**config.mk**
```make
export PLATFORM = sky130hd
export DESIGN_NAME = deadband_change_detector
export DESIGN_NICKNAME = d
export VERILOG_FILES = /design/src/rtl/dbcd_pkg.sv /design/src/rtl/dbcd_cfg.sv /design/src/rtl/dbcd_div.sv /design/src/rtl/deadband_change_detector.sv
export SDC_FILE = /design/constraint.sdc
export NUM_CORES = 1
export LEC_CHECK = 0
export ABC_CLOCK_PERIOD_IN_PS = 11600
export BUFFER_PORTS_ARGS = -buffer_cell sky130_fd_sc_hd__buf_2
export CORE_UTILIZATION = 55
export CTS_CLUSTER_DIAMETER = 30
export DETAILED_ROUTE_END_ITERATION = 10
export PLACE_DENSITY = 0.73
export SYNTH_ARGS = -nofsm -noshare
export SYNTH_HDL_FRONTEND = slang
export SYNTH_SLANG_ARGS = --single-unit
```
**constraint.sdc**
```tcl
create_clock -name aclk -period 11.6 [get_ports aclk]
set_clock_uncertainty 0.05 [all_clocks]
set_input_delay 1.74 -clock aclk [delete_from_list [all_inputs] [get_ports aclk]]
set_output_delay 1.74 -clock aclk [all_outputs]
set_load 0.1 [all_outputs]
```
**src/rtl/dbcd_pkg.sv**
```systemverilog
// shared types, register indexes and constants for the deadband change detector
`default_nettype none
package dbcd_pkg;

    localparam int unsigned DATA_W    = 32;
    localparam int unsigned CHANGE_W  = 33;
    localparam int unsigned HEALTH_W  = 17;
    localparam int unsigned DBAND_W   = 31;
    localparam int unsigned SEV_W     = 8;
    localparam int unsigned KIND_W    = 2;
    localparam int unsigned CFG_IDX_W = 3;
    localparam int unsigned QUO_W     = 16;

    // register indexes on the configuration port
    localparam logic [CFG_IDX_W-1:0] REG_HIGH_EN  = 3'd0;
    localparam logic [CFG_IDX_W-1:0] REG_HIGH_LIM = 3'd1;
    localparam logic [CFG_IDX_W-1:0] REG_LOW_EN   = 3'd2;
    localparam logic [CFG_IDX_W-1:0] REG_LOW_LIM  = 3'd3;
    localparam logic [CFG_IDX_W-1:0] REG_DBAND    = 3'd4;
    localparam logic [CFG_IDX_W-1:0] REG_SEVERITY = 3'd5;

    // event kinds
    localparam logic [KIND_W-1:0] KIND_NONE   = 2'd0;
    localparam logic [KIND_W-1:0] KIND_MEAS   = 2'd1;
    localparam logic [KIND_W-1:0] KIND_HEALTH = 2'd2;

    // health index scale: 1.0 and 0.5 in units of 1/65536
    localparam logic [HEALTH_W-1:0] HEALTH_FULL = 17'd65536;
    localparam logic [HEALTH_W-1:0] HEALTH_HALF = 17'd32768;

    typedef struct packed {
        logic                     high_en;
        logic signed [DATA_W-1:0] high_lim;
        logic                     low_en;
        logic signed [DATA_W-1:0] low_lim;
        logic [DBAND_W-1:0]       dband;
        logic [SEV_W-1:0]         severity;
    } cfg_t;

endpackage
`default_nettype wire

```
**src/rtl/dbcd_cfg.sv**
```systemverilog
// configuration register bank of the deadband change detector
`default_nettype none
module dbcd_cfg (
    input  wire logic                            aclk,
    input  wire logic                            aresetn,
    input  wire logic                            cfg_wr_en,
    input  wire logic [dbcd_pkg::CFG_IDX_W-1:0]  cfg_index,
    input  wire logic [dbcd_pkg::DATA_W-1:0]     cfg_wr_data,
    output dbcd_pkg::cfg_t                       cfg
);

    dbcd_pkg::cfg_t cfg_reg;
    dbcd_pkg::cfg_t cfg_next;

    always_comb begin
        cfg_next = cfg_reg;
        if (cfg_wr_en) begin
            case (cfg_index)
                dbcd_pkg::REG_HIGH_EN:  cfg_next.high_en  = cfg_wr_data[0];
                dbcd_pkg::REG_HIGH_LIM: cfg_next.high_lim = $signed(cfg_wr_data);
                dbcd_pkg::REG_LOW_EN:   cfg_next.low_en   = cfg_wr_data[0];
                dbcd_pkg::REG_LOW_LIM:  cfg_next.low_lim  = $signed(cfg_wr_data);
                dbcd_pkg::REG_DBAND:    cfg_next.dband    = cfg_wr_data[dbcd_pkg::DBAND_W-1:0];
                dbcd_pkg::REG_SEVERITY: cfg_next.severity = cfg_wr_data[dbcd_pkg::SEV_W-1:0];
                default:                cfg_next = cfg_reg;
            endcase
        end
    end

    always_ff @(posedge aclk) begin
        if (!aresetn) begin
            cfg_reg <= '0;
        end else begin
            cfg_reg <= cfg_next;
        end
    end

    assign cfg = cfg_reg;

endmodule
`default_nettype wire

```
**src/rtl/dbcd_div.sv**
```systemverilog
// serial restoring divider that turns overshoot and limit into the health index
`default_nettype none
module dbcd_div (
    input  wire logic                                aclk,
    input  wire logic                                aresetn,
    input  wire logic                                start,
    input  wire logic [dbcd_pkg::DATA_W-1:0]         past,
    input  wire logic signed [dbcd_pkg::DATA_W-1:0]  limit,
    output logic                                     done,
    output logic [dbcd_pkg::HEALTH_W-1:0]            health
);

    localparam int unsigned CNT_W = $clog2(dbcd_pkg::QUO_W);
    localparam logic [CNT_W-1:0] CNT_LAST = CNT_W'(dbcd_pkg::QUO_W - 1);

    logic                              busy_reg, busy_next;
    logic                              first_reg, first_next;
    logic                              done_reg, done_next;
    logic [CNT_W-1:0]                  cnt_reg, cnt_next;
    logic [dbcd_pkg::DATA_W:0]         rem_reg, rem_next;
    logic [dbcd_pkg::QUO_W-1:0]        quo_reg, quo_next;
    logic [dbcd_pkg::DATA_W-1:0]       mag_reg, mag_next;
    logic                              zero_reg, zero_next;
    logic [dbcd_pkg::HEALTH_W-1:0]     health_reg, health_next;

    logic [dbcd_pkg::DATA_W:0]         cand;
    logic [dbcd_pkg::DATA_W+1:0]       sub;
    logic                              ge;
    logic [dbcd_pkg::QUO_W-1:0]        quo_fin;

    // the one shared subtractor: trial subtract of the magnitude
    always_comb begin
        cand    = first_reg ? rem_reg : {rem_reg[dbcd_pkg::DATA_W-1:0], 1'b0};
        sub     = {1'b0, cand} - {2'b00, mag_reg};
        ge      = !sub[dbcd_pkg::DATA_W+1];
        quo_fin = {quo_reg[dbcd_pkg::QUO_W-2:0], ge};
    end

    always_comb begin
        busy_next   = busy_reg;
        first_next  = first_reg;
        done_next   = 1'b0;
        cnt_next    = cnt_reg;
        rem_next    = rem_reg;
        quo_next    = quo_reg;
        mag_next    = mag_reg;
        zero_next   = zero_reg;
        health_next = health_reg;
        if (start) begin
            busy_next  = 1'b1;
            first_next = 1'b1;
            cnt_next   = '0;
            rem_next   = {1'b0, past};
            quo_next   = '0;
            mag_next   = limit[dbcd_pkg::DATA_W-1] ? (~limit + 1'b1) : limit;
            zero_next  = (limit == '0);
        end else if (busy_reg) begin
            if (first_reg) begin
                // overshoot at least the limit (or zero limit): no divide needed
                first_next = 1'b0;
                if (ge) begin
                    busy_next   = 1'b0;
                    done_next   = 1'b1;
                    health_next = zero_reg ? dbcd_pkg::HEALTH_HALF : '0;
                end
            end else begin
                rem_next = ge ? sub[dbcd_pkg::DATA_W:0] : cand;
                quo_next = quo_fin;
                cnt_next = cnt_reg + 1'b1;
                if (cnt_reg == CNT_LAST) begin
                    busy_next = 1'b0;
                    done_next = 1'b1;
                    if (quo_fin[dbcd_pkg::QUO_W-1]) begin
                        health_next = '0;
                    end else begin
                        health_next = dbcd_pkg::HEALTH_HALF
                            - {2'b00, quo_fin[dbcd_pkg::QUO_W-2:0]};
                    end
                end
            end
        end
    end

    always_ff @(posedge aclk) begin
        if (!aresetn) begin
            busy_reg  <= 1'b0;
            first_reg <= 1'b0;
            done_reg  <= 1'b0;
            cnt_reg   <= '0;
        end else begin
            busy_reg  <= busy_next;
            first_reg <= first_next;
            done_reg  <= done_next;
            cnt_reg   <= cnt_next;
        end
    end

    always_ff @(posedge aclk) begin
        rem_reg    <= rem_next;
        quo_reg    <= quo_next;
        mag_reg    <= mag_next;
        zero_reg   <= zero_next;
        health_reg <= health_next;
    end

    assign done   = done_reg;
    assign health = health_reg;

endmodule
`default_nettype wire

```
**src/rtl/deadband_change_detector.sv**
```systemverilog
// top level of the deadband change detector with high and low alarm limits
`default_nettype none
// Report-by-exception filter for signed Q16.16 sensor samples. Each request
// gives exactly one result. A sample flagged invalid gives "no change". A
// valid sample at or above the enabled high limit (checked first) or at or
// below the enabled low limit gives a health event with a health index
// 0.5 - overshoot/|limit| in units of 1/65536, clamped to 0..0.5. Otherwise
// the first sample is a measurement event and later ones are events when
// |sample - last| reaches the dead band (zero dead band reports every
// sample). Every event stores the sample as the new last value. A request
// passes the classify and decide states and, for a health event, the
// divider before its result is registered in the output register. A serial
// restoring divider makes one trial subtraction per cycle for 16 quotient
// bits after one range check, which alone settles a health event whose
// overshoot reaches the limit magnitude or whose limit is zero. A request
// holds the block until the output register is free to take its result;
// one request is in flight at a time, and a finished result waits in the
// output register while the next request is taken. The user must write
// configuration only while the block is idle; the block does not enforce it.
module deadband_change_detector (
    input  wire logic                                aclk,
    input  wire logic                                aresetn,
    // configuration write port
    input  wire logic                                cfg_wr_en,
    input  wire logic [dbcd_pkg::CFG_IDX_W-1:0]      cfg_index,
    input  wire logic [dbcd_pkg::DATA_W-1:0]         cfg_wr_data,
    // request channel
    input  wire logic                                s_valid,
    output logic                                     s_ready,
    input  wire logic signed [dbcd_pkg::DATA_W-1:0]  s_sample,
    input  wire logic                                s_sample_valid,
    // result channel
    output logic                                     m_valid,
    input  wire logic                                m_ready,
    output logic [dbcd_pkg::KIND_W-1:0]              m_event_kind,
    output logic                                     m_above_high,
    output logic signed [dbcd_pkg::DATA_W-1:0]       m_sample_echo,
    output logic signed [dbcd_pkg::CHANGE_W-1:0]     m_change,
    output logic [dbcd_pkg::HEALTH_W-1:0]            m_health,
    output logic [dbcd_pkg::SEV_W-1:0]               m_severity_out
);

    // sequencer states
    localparam logic [2:0] ST_IDLE   = 3'd0;
    localparam logic [2:0] ST_CLASS  = 3'd1;
    localparam logic [2:0] ST_DECIDE = 3'd2;
    localparam logic [2:0] ST_DIV    = 3'd3;
    localparam logic [2:0] ST_FIN    = 3'd4;

    dbcd_pkg::cfg_t cfg;

    logic [2:0] state_reg, state_next;

    // request capture
    logic signed [dbcd_pkg::DATA_W-1:0]   samp_reg;
    logic                                 sval_reg;

    // classification results
    logic                                 hi_hit_reg, lo_hit_reg;
    logic signed [dbcd_pkg::CHANGE_W-1:0] diff_reg;
    logic [dbcd_pkg::DATA_W-1:0]          past_reg;
    logic signed [dbcd_pkg::DATA_W-1:0]   lim_reg;

    // decision
    logic [dbcd_pkg::KIND_W-1:0]          kind_reg, kind_next;
    logic signed [dbcd_pkg::CHANGE_W-1:0] chg_reg, chg_next;

    // stored last reported value
    logic signed [dbcd_pkg::DATA_W-1:0]   last_reg;
    logic                                 have_last_reg;

    // output register
    logic                                 m_valid_reg;
    logic [dbcd_pkg::KIND_W-1:0]          o_kind_reg;
    logic                                 o_above_reg;
    logic signed [dbcd_pkg::DATA_W-1:0]   o_samp_reg;
    logic signed [dbcd_pkg::CHANGE_W-1:0] o_chg_reg;
    logic [dbcd_pkg::HEALTH_W-1:0]        o_health_reg;
    logic [dbcd_pkg::SEV_W-1:0]           o_sev_reg;

    logic                                 hi_hit, lo_hit;
    logic signed [dbcd_pkg::CHANGE_W-1:0] diff_c;
    logic signed [dbcd_pkg::CHANGE_W-1:0] past_hi, past_lo;
    logic [dbcd_pkg::CHANGE_W-1:0]        abs_diff;
    logic                                 in_band;
    logic                                 div_start, div_done;
    logic [dbcd_pkg::HEALTH_W-1:0]        div_health;
    logic                                 accept_in, out_free;

    assign accept_in = s_valid && s_ready;
    assign out_free  = !m_valid_reg || m_ready;
    assign s_ready   = (state_reg == ST_IDLE);

    dbcd_cfg u_cfg (
        .aclk        (aclk),
        .aresetn     (aresetn),
        .cfg_wr_en   (cfg_wr_en),
        .cfg_index   (cfg_index),
        .cfg_wr_data (cfg_wr_data),
        .cfg         (cfg)
    );

    // limit checks, overshoot and change against the stored value
    always_comb begin
        hi_hit  = cfg.high_en && (samp_reg >= cfg.high_lim);
        lo_hit  = cfg.low_en && (samp_reg <= cfg.low_lim);
        diff_c  = have_last_reg ? ($signed({samp_reg[dbcd_pkg::DATA_W-1], samp_reg})
                                 - $signed({last_reg[dbcd_pkg::DATA_W-1], last_reg}))
                                : '0;
        past_hi = $signed({samp_reg[dbcd_pkg::DATA_W-1], samp_reg})
                - $signed({cfg.high_lim[dbcd_pkg::DATA_W-1], cfg.high_lim});
        past_lo = $signed({cfg.low_lim[dbcd_pkg::DATA_W-1], cfg.low_lim})
                - $signed({samp_reg[dbcd_pkg::DATA_W-1], samp_reg});
    end

    // dead band test and event decision
    always_comb begin
        abs_diff  = diff_reg[dbcd_pkg::CHANGE_W-1] ? (~diff_reg + 1'b1) : diff_reg;
        in_band   = (cfg.dband != '0) && (abs_diff < {2'b00, cfg.dband});
        kind_next = dbcd_pkg::KIND_NONE;
        chg_next  = '0;
        if (sval_reg) begin
            if (hi_hit_reg || lo_hit_reg) begin
                kind_next = dbcd_pkg::KIND_HEALTH;
                chg_next  = diff_reg;
            end else if (!have_last_reg) begin
                kind_next = dbcd_pkg::KIND_MEAS;
            end else begin
                chg_next  = diff_reg;
                kind_next = in_band ? dbcd_pkg::KIND_NONE : dbcd_pkg::KIND_MEAS;
            end
        end
    end

    assign div_start = (state_reg == ST_DECIDE) && (kind_next == dbcd_pkg::KIND_HEALTH);

    dbcd_div u_div (
        .aclk    (aclk),
        .aresetn (aresetn),
        .start   (div_start),
        .past    (past_reg),
        .limit   (lim_reg),
        .done    (div_done),
        .health  (div_health)
    );

    // sequencer
    always_comb begin
        state_next = state_reg;
        case (state_reg)
            ST_IDLE: begin
                if (accept_in) state_next = ST_CLASS;
            end
            ST_CLASS: begin
                state_next = ST_DECIDE;
            end
            ST_DECIDE: begin
                state_next = div_start ? ST_DIV : ST_FIN;
            end
            ST_DIV: begin
                if (div_done) state_next = ST_FIN;
            end
            ST_FIN: begin
                if (out_free) state_next = ST_IDLE;
            end
            default: begin
                state_next = ST_IDLE;
            end
        endcase
    end

    always_ff @(posedge aclk) begin
        if (!aresetn) begin
            state_reg     <= ST_IDLE;
            have_last_reg <= 1'b0;
            m_valid_reg   <= 1'b0;
        end else begin
            state_reg <= state_next;
            if (state_reg == ST_FIN && out_free) begin
                m_valid_reg <= 1'b1;
                if (kind_reg != dbcd_pkg::KIND_NONE) have_last_reg <= 1'b1;
            end else if (m_ready) begin
                m_valid_reg <= 1'b0;
            end
        end
    end

    // datapath registers, no reset needed
    always_ff @(posedge aclk) begin
        if (accept_in) begin
            samp_reg <= s_sample;
            sval_reg <= s_sample_valid;
        end
        if (state_reg == ST_CLASS) begin
            hi_hit_reg <= hi_hit;
            lo_hit_reg <= lo_hit;
            diff_reg   <= diff_c;
            // high limit wins when both are hit
            past_reg   <= hi_hit ? past_hi[dbcd_pkg::DATA_W-1:0]
                                 : past_lo[dbcd_pkg::DATA_W-1:0];
            lim_reg    <= hi_hit ? cfg.high_lim : cfg.low_lim;
        end
        if (state_reg == ST_DECIDE) begin
            kind_reg <= kind_next;
            chg_reg  <= chg_next;
        end
        if (state_reg == ST_FIN && out_free) begin
            if (kind_reg != dbcd_pkg::KIND_NONE) last_reg <= samp_reg;
            o_kind_reg   <= kind_reg;
            o_above_reg  <= (kind_reg == dbcd_pkg::KIND_HEALTH) && hi_hit_reg;
            o_samp_reg   <= samp_reg;
            o_chg_reg    <= chg_reg;
            o_health_reg <= (kind_reg == dbcd_pkg::KIND_HEALTH) ? div_health
                                                                : dbcd_pkg::HEALTH_FULL;
            o_sev_reg    <= cfg.severity;
        end
    end

    assign m_valid        = m_valid_reg;
    assign m_event_kind   = o_kind_reg;
    assign m_above_high   = o_above_reg;
    assign m_sample_echo  = o_samp_reg;
    assign m_change       = o_chg_reg;
    assign m_health       = o_health_reg;
    assign m_severity_out = o_sev_reg;

endmodule
`default_nettype wire

```
# After elaboration in Yosys (flattened, before gate mapping)

Index checks and enable logic that the tools add are counted.

Bits of input ports: 73
Register bits after elaboration: 507
Memories kept: 0
Bits in latches: 0
RAM bits: 0
Output and inout port bits: 95
Bits in read-only memories: 0

Eq/ne operators: 17
Shifts and indexed selects: 0
Div/mod/pow operators: 0
Bitwise logic cells: 6
$lt $le $gt $ge: 3
Mux-type cells: 37
Add/sub/neg operators: 8
Multipliers: 0
Reduce and logical (&&, ||, !) cells: 32

Operator list:

| kind                     | number |
|---|---|
| $mux W33                 | 5 |
| $mux W32                 | 5 |
| $mux W17                 | 4 |
| $sub A32 B32 Y32         | 2 |
| $sub A33 B32 Y34         | 1 |
| $add A33 B1 Y33 const B  | 1 |
| $lt A33 B31 Y1           | 1 |
| $not A33 Y33             | 1 |
| $sub A32 B32 Y33         | 1 |
| $add A32 B1 Y32 const B  | 1 |
| $ge A32 B32 Y1           | 1 |
| $le A32 B32 Y1           | 1 |
| $logic_not A32 Y1        | 1 |
| $not A32 Y32             | 1 |
| $mux W31                 | 1 |
| $reduce_bool A31 Y1      | 1 |
| $reduce_and A2 Y1        | 9 |
| $sub A16 B15 Y17 const A | 1 |
| $mux W16                 | 1 |
| $pmux W3 S5              | 1 |
| $mux W1                  | 14 |
| $eq A3 B2 Y1 const B     | 4 |
| $mux W3                  | 4 |
| $eq A3 B3 Y1 const B     | 3 |
| 17 further kinds         | 38 |

# Longest topological paths before layout

Gate-level depths: netlist of the first run.

Depth in word-level cells: 13
Mapped depth: 18
Depth with buffers taken out: 17

# Cells and area by module

Synthesis of the first run repeated with hierarchy kept, for this count alone.

Cells, all modules: 2749
Area, all modules: 28073.2 um^2

By module, submodules not included:

| module                   | area each (um^2) | seq. area each (um^2) | times used | cells an instance |
|---|---|---|---|---|
| deadband_change_detector | 16926.2          | 8868.5                | 1          | 1557 |
| dbcd_div                 | 7244.4           | 2892.8                | 1          | 812 |
| dbcd_cfg                 | 3902.5           | 2102.0                | 1          | 380 |

# Worst setup path after synthesis of the first run

No wires, ideal clock.

Path kind: reg-to-reg
Start point: reg state_reg[0]
End point: reg diff_reg[0] (netlist bit) (enable)
Required time: 10.872 ns
Cell stages (with the launch flop): 4
Arrival time: 7.332 ns
Slack: 3.540 ns
Library setup time: 0.678 ns
Cell sequence: dfxtp_1 -> clkbuf_1 -> inv_1 -> nor3_1

Cells in the longest elaborated chain, start to end: 1

Ends and longest elaborated chain:

| what                   | RTL line                        | text |
|---|---|---|
| from (decl)            | deadband_change_detector.sv:52  | `logic [2:0] state_reg, state_next;` |
| from (signal assigned) | deadband_change_detector.sv:178 | `state_reg <= state_next;` |
| $eq A3 B1 Y1           | deadband_change_detector.sv:194 | `if (state_reg == ST_CLASS) begin` |
| to (signal assigned)   | deadband_change_detector.sv:197 | `diff_reg <= diff_c;` |
| to (decl)              | deadband_change_detector.sv:60  | `logic signed [dbcd_pkg::CHANGE_W-1:0] diff_reg;` |

No other way between the ends.
A chain may end at the register's enable or synchronous reset.

# Final worst setup path of the first run

Start point: reg u_div.first_reg
End point: reg u_div.health_reg (netlist bit u_div.health[3]) (enable)

Cells in the longest elaborated chain, start to end: 4
Elaborated cells between the ends (all ways): 5

Ends and longest elaborated chain:

| what                            | RTL line        | text |
|---|---|---|
| from (decl)                     | dbcd_div.sv:17  | `logic first_reg, first_next;` |
| from (signal assigned)          | dbcd_div.sv:92  | `first_reg <= first_next;` |
| $mux W33                        | dbcd_div.sv:33  | `cand = first_reg ? rem_reg : {rem_reg[dbcd_pkg::DATA_W-1:0], 1'b0};` |
| $sub A33 B32 Y34                | dbcd_div.sv:34  | `sub = {1'b0, cand} - {2'b00, mag_reg};` |
| $ne A2 B2 Y1 (no line)          | n/a             |  |
| $reduce_and A4 Y1 (no line) (*) | n/a             |  |
| to (signal assigned)            | dbcd_div.sv:103 | `health_reg <= health_next;` |
| to (decl)                       | dbcd_div.sv:24  | `logic [dbcd_pkg::HEALTH_W-1:0] health_reg, health_next;` |

Every way passes the cells marked *; elsewhere a longest branch is shown, timed or not.

==> run_results.csv, run 1 <==
group,metric,value,unit
clocking,cts_root_buf,"clkbuf_16",
synthesis,avgSynthCellArea,10.2,um2
clocking,postCtsHoldBufs,0,
die,io_pins,168,
sta,period_minus_slack,5.57,ns
layout,layout_commonest_cell,"nand2_1",
layout,instances_no_fill,3664,
layout,mostFrequentLayoutCells,"374 x nand2_1, 373 x edfxtp_1, 197 x inv_1, 169 x a21oi_1, 167 x buf_2",
job,drv_cap,0,
placement,dp_cells,3468,
drt,ant_nets,0,
layout,drive_gt1_share,15.7,%
power,powerDensity,184,nW/um2
sta,maxSlewViolCount,0,
synthesis,synth-edff-count,373,
layout,final_core_util,66.6,%
global_route,grt_use_total,28.3,%
global_route,grt_pass1_vias,20500,
worst_setup_path,crit_fanout,33,
clocking,postCtsResizedCells,0,
worst_hold_path,hold-path-cell-count,0,
global_route,grt_pass1_wl,111000,um
drt,viasPerCell,5.74,
sta,setup_viol,0,
worst_setup_path,r2r_cells,14,
power,ir_drop,0.000161,V
drt,drc_errors,0,
power,p_leak,12.8,nW
synthesis,yosys-top-cells-area,"edfxtp_1 40%, dfxtp_1 9.6%, ha_1 7.3%",
synthesis,synth_fa_ha_area_share,7.61,%
drt,wirelength,72000,um
die,rows,81,
clocking,cts_buffers,102,
sta,grt_setup_unrepaired,"no",
sta,finalSetupTns,0,ns
synthesis,yosys.area.top_type,"edfxtp_1",
clocking,cts_tree,"done",
drt,vias,21000,
global_route,grt_remaining_overflow,0,
worst_setup_path,rrSetupSlack,6.03,ns
synthesis,synth_warnings,0,
global_route,antenna_found_initial,6,
die,core-area,49300,um2
worst_hold_path,hold_class,"reg -> reg",
run_status,status,"finished clean",
power,power,6.03,mW
synthesis,synth_top_family_by_area,"compound AO/OA/AOI/OAI gates",
synthesis,synth_compound_area_share,15.7,%
placement,io_buffers,167,
layout,final_nets,3147,
sta,setup_slack,6.03,ns
drt,wire_per_inst,19.6,um
clocking,htreeDepth,3,
layout,fin_area,32800,um2
worst_setup_path,worstReg2RegStart,"u_div.first_reg",
layout,nFillCells,3747,
sta,holdWs,0.367,ns
die,die_h,226,um
die,start_util,56.2,%
worst_hold_path,min_from,"chg_reg[32]",
layout,largest_reg_flops,105,
synthesis,ys_ff_latch,506,
drt,drt-initial-drc-count,1774,
clocking,post_cts.repair.setup_buffers,0,
synthesis,synth_xor_xnor_area_share,5.35,%
synthesis,async_reset_ff_share,0,%
synthesis,ys_types,79,
placement,placed_area,29100,um2
sta,worst_pin_slew,1.21,ns
layout,multiInputGateArea,12700,um2
die,die_width,226,um
sta,fmax,0.180,GHz
worst_setup_path,crit_path_end_kind,"flip-flop",
synthesis,synthMuxAreaShare,3.14,%
drt,dr.pass1.iters,7,
placement,hpwlAfterDp,52200,um
worst_setup_path,r2r_end,"u_div.health[3]",
placement,gp_congestion,0.944,
layout,syn_to_final_growth,18.4,%
worst_setup_path,crit_type,"reg -> reg",
sta,hold_viol_final,0,
synthesis,syn-num-nets,2965,
synthesis,synth_top_area_share,40.5,%
clocking,clk_pin_slew,0.06,ns
worst_setup_path,required,11.83,ns
synthesis,syn_inst,2726,
clocking,clock_latency,0.67,ns
synthesis,synth_flop_cell,"edfxtp_1",
clocking,clk_path_buf_depth,3,
sta,slew_headroom,19.1,%
worst_hold_path,hold_end,"m_change[32]",
die,die_area,51200,um2
global_route,grt_max_degree,114,
worst_setup_path,start_kind,"flip-flop",
placement,pre_cts_ws,6.08,ns
worst_setup_path,cp.arrival,5.80,ns
layout,regArea,13900,um2
synthesis,synth-seq-area-share,50.1,%
clocking,clock_sinks,506,
synthesis,synthSimpleGateAreaFrac,13.9,%
sta,finalCritPeriodShare,48.0,%
synthesis,syn_area,27700,um2
## routing by layer
metal	GRT usage [%]	share of wire, %	up-vias
li1	-	-	10100
met1	37.2	43	10100
met2	45.4	46	724
met3	5.55	7.2	141
met4	12.4	3.6	4
met5	0	0.038	-
## logic make-up (layout without fill, tap and decap cells)
kind of cell / Yosys count / count (layout)
AOI/OAI and AO/OA: 667 / 667
xor gates and xnor gates: 169 / 169
adders and majority gates: 166 / 166
buffers and inverters: 306 / 578
DFF: 506 / 506
muxes: 79 / 79
other: 0 / 2
and+or+nand+nor: 833 / 833
## how the worst max path moves through the flow
stage | from | end | slack [ns]
6_report | u_div.first_reg | u_div.health[3] | 6.03
5_1_grt | u_div.first_reg | u_div.health[0] | 5.61
4_1_cts | u_div.first_reg | u_div.health[0] | 6.04
3_5_place_dp | u_div.first_reg | u_div.health[3] | 6.08
2_1_floorplan | state_reg[0] | diff_reg[0] | 3.54
3_3_place_gp | u_div.first_reg | u_div.health[3] | 6.24
## power by group
part | switching (mW) | leakage, nW | internal (mW)
combinational | 0.548 | 6.45 | 0.283
sequential | 0.0893 | 4.54 | 2.07
clock | 1.09 | 1.78 | 1.94
total | 1.72 | 12.8 | 4.30
## area by class of cell
class / instances / share of cell area (%)
clock buffer: 115 / 8.18
tap: 664 / 2.53
clock inverter: 79 / 3.03
sequential: 506 / 42.3
multi-input combinational: 1914 / 38.7
antenna: 2 / 0.0153
inverter: 199 / 2.28
timing repair buffer: 185 / 2.96
## synthesized netlist by cell type (17+ instances only)
master,number
a21boi_0,111
a21o_1,84
a21oi_1,170
a31oi_1,20
and2_1,57
clkbuf_1,92
dfxtp_1,133
edfxtp_1,373
ha_1,162
inv_1,198
mux2_2,62
mux2i_1,17
nand2_1,375
nand2b_1,27
nand3_1,32
nand4_1,32
nor2_1,164
nor2b_1,26
nor3_1,39
o21a_1,25
o21ai_0,117
o31ai_1,23
xnor2_1,119
xor2_1,50
## worst max-delay path, stage by stage (launching register included)
cell,delay [ns]
dfxtp_1,0.48
buf_4,0.46
mux2_2,0.40
ha_1,0.33
o21ai_0,0.10
a21oi_1,0.29
o21ai_1,0.18
o21ai_1,0.31
a31oi_1,0.25
o21ai_1,0.31
a41o_1,0.23
inv_1,0.42
mux2i_1,0.38
nand2_1,0.12
nor2_1,0.86
No activity file was read; power rests on OpenSTA's default activity.
==> run 2: changes to the inputs <==
ABC_CLOCK_PERIOD_IN_PS = 4700   (was 11600)
PLACE_DENSITY = 0.76   (was 0.73)
clock period = 4.7 ns   (was 11.6 ns; I/O delays follow)
==> run 2 against run 1 <==
Against the previous run:
- combinational power rose to 2.5 times the previous value
- sequential power up 150%
- hold slack worse by 0.22 ns
- design area up 1.3%
- critical path depth unchanged
- critical endpoint is now kind_reg[0]
- largest power group unchanged
==> run_results.csv, run 2 (synthesis gave the netlist of run 1 again) <==
group,metric,value,unit
run_status,status,"finished clean",
worst_setup_path,cpPeakStageDelay,0.62,ns
clocking,cts_root_buf,"clkbuf_16",
layout,nFillCells,3710,
drt,dr.pass1.iters,6,
worst_setup_path,start_kind,"flip-flop",
worst_setup_path,path_buf_inv,0,
worst_setup_path,cpLargestDelayFamily,"simple AND/OR/NAND/NOR gates",
die,rows,81,
global_route,grt_use_total,29.8,%
global_route,antenna_found_initial,7,
sta,period_minus_slack,4.56,ns
job,drv_cap,0,
layout,regArea,13900,um2
drt,vias,21500,
clocking,htreeDepth,3,
layout,drive_gt1_share,16.4,%
power,p_int,11.2,mW
drt,drc_errors,0,
die,core-area,49300,um2
global_route,grt_remaining_overflow,0,
worst_setup_path,cp.arrival,4.92,ns
sta,hold_viol_final,0,
power,clockPowerShare,52.0,%
clocking,clk_path_buf_depth,3,
placement,dp_cells,3483,
drt,ant_nets,0,
sta,setup_slack,0.137,ns
worst_setup_path,crit_type,"reg -> reg",
clocking,post_cts.repair.setup_buffers,0,
layout,largest_reg_flops,105,
sta,worst_pin_slew,1.17,ns
clocking,cts_buffers,105,
worst_setup_path,slowest_stage,"or4_1",
layout,final_core_util,67.5,%
drt,wirelength,76100,um
global_route,grt_pass1_wl,116000,um
clocking,clock_latency,0.68,ns
worst_hold_path,hold_class,"in -> reg",
power,seqPwrFrac,34.4,%
sta,slew_headroom,22.1,%
power,comb_power_share,13.6,%
clocking,cts_tree,"done",
power,power,15.5,mW
worst_setup_path,crit_path_cell_trace,"or4_1 > nor3_1 > nand2_1 > nor4_2 > nand4b_1 > nand2_1 > xnor2_1 > ha_1 > nand4_1 > nor3_1 > a2111oi_0 > o21ai_0 > o41ai_1 > o41ai_1",
power,ir_drop,0.000396,V
layout,multiInputGateArea,12700,um2
power,p_leak,12.9,nW
placement,pre_cts_ws,0.345,ns
placement,gp_congestion,0.948,
placement,io_buffers,167,
drt,viasPerCell,5.84,
layout,syn_to_final_growth,20.0,%
worst_setup_path,crit_fanout,6,
drt,drt-initial-drc-count,1544,
layout,layout_commonest_cell,"nand2_1",
clocking,clk_pin_slew,0.05,ns
die,start_util,56.2,%
worst_setup_path,required,5.05,ns
layout,final_nets,3165,
global_route,grt_pass1_vias,21100,
layout,fin_area,33200,um2
die,io_pins,168,
clocking,clock_sinks,506,
layout,mostFrequentLayoutCells,"374 x nand2_1, 373 x edfxtp_1, 197 x inv_1, 169 x a21oi_1, 167 x buf_2",
sta,finalCritPeriodShare,97.1,%
die,die_h,226,um
layout,instances_no_fill,3686,
sta,finalSetupTns,0,ns
sta,holdWs,0.148,ns
global_route,grt_max_degree,100,
power,p_sw_share,27.6,%
placement,placed_area,29300,um2
die,die_width,226,um
sta,fmax,0.219,GHz
power,switching_power,4.28,mW
worst_setup_path,crit_path_end_kind,"flip-flop",
drt,wire_per_inst,20.6,um
placement,hpwlAfterDp,54700,um
sta,setup_viol,0,
power,powerDensity,466,nW/um2
sta,maxSlewViolCount,0,
die,die_area,51200,um2
run 2: cell type report:
type	instances	area share, %
Sequential cell	506	41.7
Inverter	199	2.25
Clock inverter	84	3.59
Clock buffer	116	8.25
Timing Repair Buffer	200	3.37
Tap cell	664	2.50
Multi-Input combinational cell	1914	38.3
Antenna cell	3	0.0226
run 2: worst paths after layout:
| check | startpoint | end | slack, ns | cells after the start |
|---|---|---|---|---|
| max reg2reg | diff_reg[2] | kind_reg[0] | 0.14 | 14 |
| min reg2reg | chg_reg[0] | m_change[0] | 0.36 | 0 |
| max | diff_reg[2] | kind_reg[0] | 0.14 | 14 |
| min | s_sample[1] | samp_reg[1] | 0.15 | 1 |
run 2: metal layers:
| metal | up-vias | track usage, % | part of all wire, % |
|---|---|---|---|
| li1 | 10200 | - | - |
| met1 | 10300 | 37.1 | 41 |
| met2 | 827 | 49.5 | 48 |
| met3 | 192 | 6.51 | 6.9 |
| met4 | 8 | 13.4 | 4.3 |
| met5 | - | 0 | 0.071 |
run 2: power by group through the flow:
stage | Combinational (mW) | Clock (mW) | Sequential, mW
2_1_floorplan | 1.27 | 0 | 5.63
3_3_place_gp | 2.04 | 0 | 5.40
3_5_place_dp | 2.07 | 0 | 5.41
4_1_cts | 2.10 | 8.12 | 5.33
5_1_grt | 2.30 | 8.33 | 5.35
6_report | 2.11 | 8.05 | 5.33
run 2: repair_timing:
item,CTS,global route
hold buffers,0,0
gates resized for setup,0,2
endpoints found under the setup margin,0,1
==> run 3: changes to the inputs <==
CELL_PAD_IN_SITES_DETAIL_PLACEMENT = 0   (was default)
CELL_PAD_IN_SITES_GLOBAL_PLACEMENT = 2   (was default)
CORE_UTILIZATION = 36   (was 55)
CTS_CLUSTER_SIZE = 14   (was default)
PLACE_DENSITY = default   (was 0.76)
PLACE_DENSITY_LB_ADDON = 0.1   (was default)
==> run 3 against run 2 <==
Against the previous run:
- sequential share of layout area shrank 1.9 points
- setup slack better by 0.15 ns
- final cell count increased by 12%
- flip-flop and latch count unchanged
- critical path type unchanged
- critical endpoint unchanged
- highest routed layer unchanged
==> run_results.csv, run 3 (synthesis gave the netlist of run 1 again) <==
group,metric,value,unit
drt,drt-initial-drc-count,1143,
worst_setup_path,critPathLaunch,"diff_reg[4]",
run_status,status,"finished clean",
clocking,cts_root_buf,"clkbuf_16",
drt,wire_per_inst,20.7,um
die,rows,101,
sta,period_minus_slack,4.42,ns
drt,wirelength,85100,um
global_route,grt_pass1_vias,21100,
sta,fmax,0.226,GHz
job,drv_cap,0,
worst_hold_path,hold_class,"in -> reg",
worst_setup_path,r2r_cells,15,
worst_setup_path,crit_fanout,5,
worst_setup_path,start_kind,"flip-flop",
global_route,grt_remaining_overflow,0,
global_route,grt_use_total,21.9,%
layout,syn_to_final_growth,25.7,%
worst_hold_path,min_from,"s_sample[20]",
drt,drc_errors,0,
layout,instances_no_fill,4121,
drt,ant_nets,0,
clocking,cts_buffers,138,
placement,gp_congestion,0.878,
drt,viasPerCell,5.06,
power,p_leak,13.5,nW
worst_setup_path,cp.arrival,4.79,ns
sta,finalSetupTns,0,ns
clocking,cts_tree,"done",
die,start_util,36.4,%
layout,final_nets,3214,
global_route,antenna_found_initial,2,
sta,worst_pin_slew,1.12,ns
worst_hold_path,hold-path-cell-count,1,
global_route,grt_pass1_wl,129000,um
layout,drive_gt1_share,17.6,%
power,ir_drop,0.000277,V
layout,mostFrequentLayoutCells,"373 x nand2_1, 373 x edfxtp_1, 197 x inv_1, 169 x a21oi_1, 166 x buf_2",
sta,grt_setup_unrepaired,"no",
placement,hpwlAfterDp,64000,um
worst_setup_path,required,5.07,ns
layout,diodes,0,
power,powerDensity,497,nW/um2
die,die_width,279,um
clocking,clk_pin_slew,0.05,ns
drt,dr.pass1.iters,7,
global_route,grt_max_degree,66,
layout,largest_reg_flops,105,
clocking,clock_latency,0.70,ns
clocking,clk_path_buf_depth,3,
sta,maxSlewViolCount,0,
die,io_pins,168,
die,core-area,76100,um2
die,die_area,78000,um2
sta,hold_viol_final,0,
worst_setup_path,crit_type,"reg -> reg",
die,die_h,279,um
drt,vias,20800,
sta,finalCritPeriodShare,94.0,%
sta,setup_viol,0,
placement,dp_cells,3863,
placement,io_buffers,167,
clocking,clock_sinks,506,
worst_setup_path,crit_path_end_kind,"flip-flop",
worst_setup_path,worstReg2RegStart,"diff_reg[4]",
sta,slew_headroom,25.0,%
clocking,htreeDepth,4,
-- run 3: critical path, stage by stage (launching register included) --
cell       delay [ns]
edfxtp_1         0.45
or4_1            0.70
nor3_1           0.24
nand2_1          0.17
nor4_2           0.33
nand2b_1         0.17
xnor2_1          0.14
ha_1             0.26
a21o_1           0.16
a21o_1           0.16
a21oi_1          0.17
nor3_1           0.06
a2111oi_0        0.31
o21ai_0          0.22
o41ai_1          0.41
o41ai_1          0.12
-- run 3: worst paths after layout --
path / end / slack [ns]
worst min register to register: m_change[6] / 0.36
worst max register to register: kind_reg[0] / 0.28
worst max-delay path: kind_reg[0] / 0.28
worst min-delay path: samp_reg[20] / 0.12
-- run 3: where the power goes --
| part | total, mW | switching [mW] | internal (mW) |
|---|---|---|---|
| Combinational | 2.15 | 1.43 | 0.723 |
| Sequential | 5.34 | 0.209 | 5.13 |
| Clock | 9.79 | 2.95 | 6.84 |
-- run 3: final cells by class --
type,count,area [um2]
sequential,506,13900
clock buffer,170,3670
timing repair buffer,216,1240
tap,1030,1290
clock inverter,86,1270
multi-input combinational,1914,12700
fill,7270,41300
inverter,199,747
-- run 3: stage by stage --
step | utilization, % | power, mW | instance area (um2) | setup slack (ns) | hold slack, ns
floorplan | - | 6.91 | 27700 | 0.104 | 0.350
global placement | 39.2 | 7.58 | 29800 | 0.452 | 0.357
detailed placement | 39.2 | 7.58 | 29800 | 0.241 | 0.356
global route | 45.8 | 17.9 | 34800 | 0.00587 | 0.0851
finish | 45.8 | 17.3 | 34800 | 0.283 | 0.123
CTS | 45.7 | 17.5 | 34800 | 0.193 | 0.0792
-- run 3: per-layer routing --
layer | global-route usage (%) | routed length [um]
met5 | 0 | 13
met4 | 6.66 | 1830
met3 | 3.84 | 3310
met2 | 35.9 | 40200
met1 | 29.4 | 39800
-- run 3: repair_timing --
action | in CTS | in global routing
endpoints found under the setup margin | 0 | 1
hold buffers | 0 | 0
gates resized for setup | 0 | 2
buffers inserted | 0 | 2
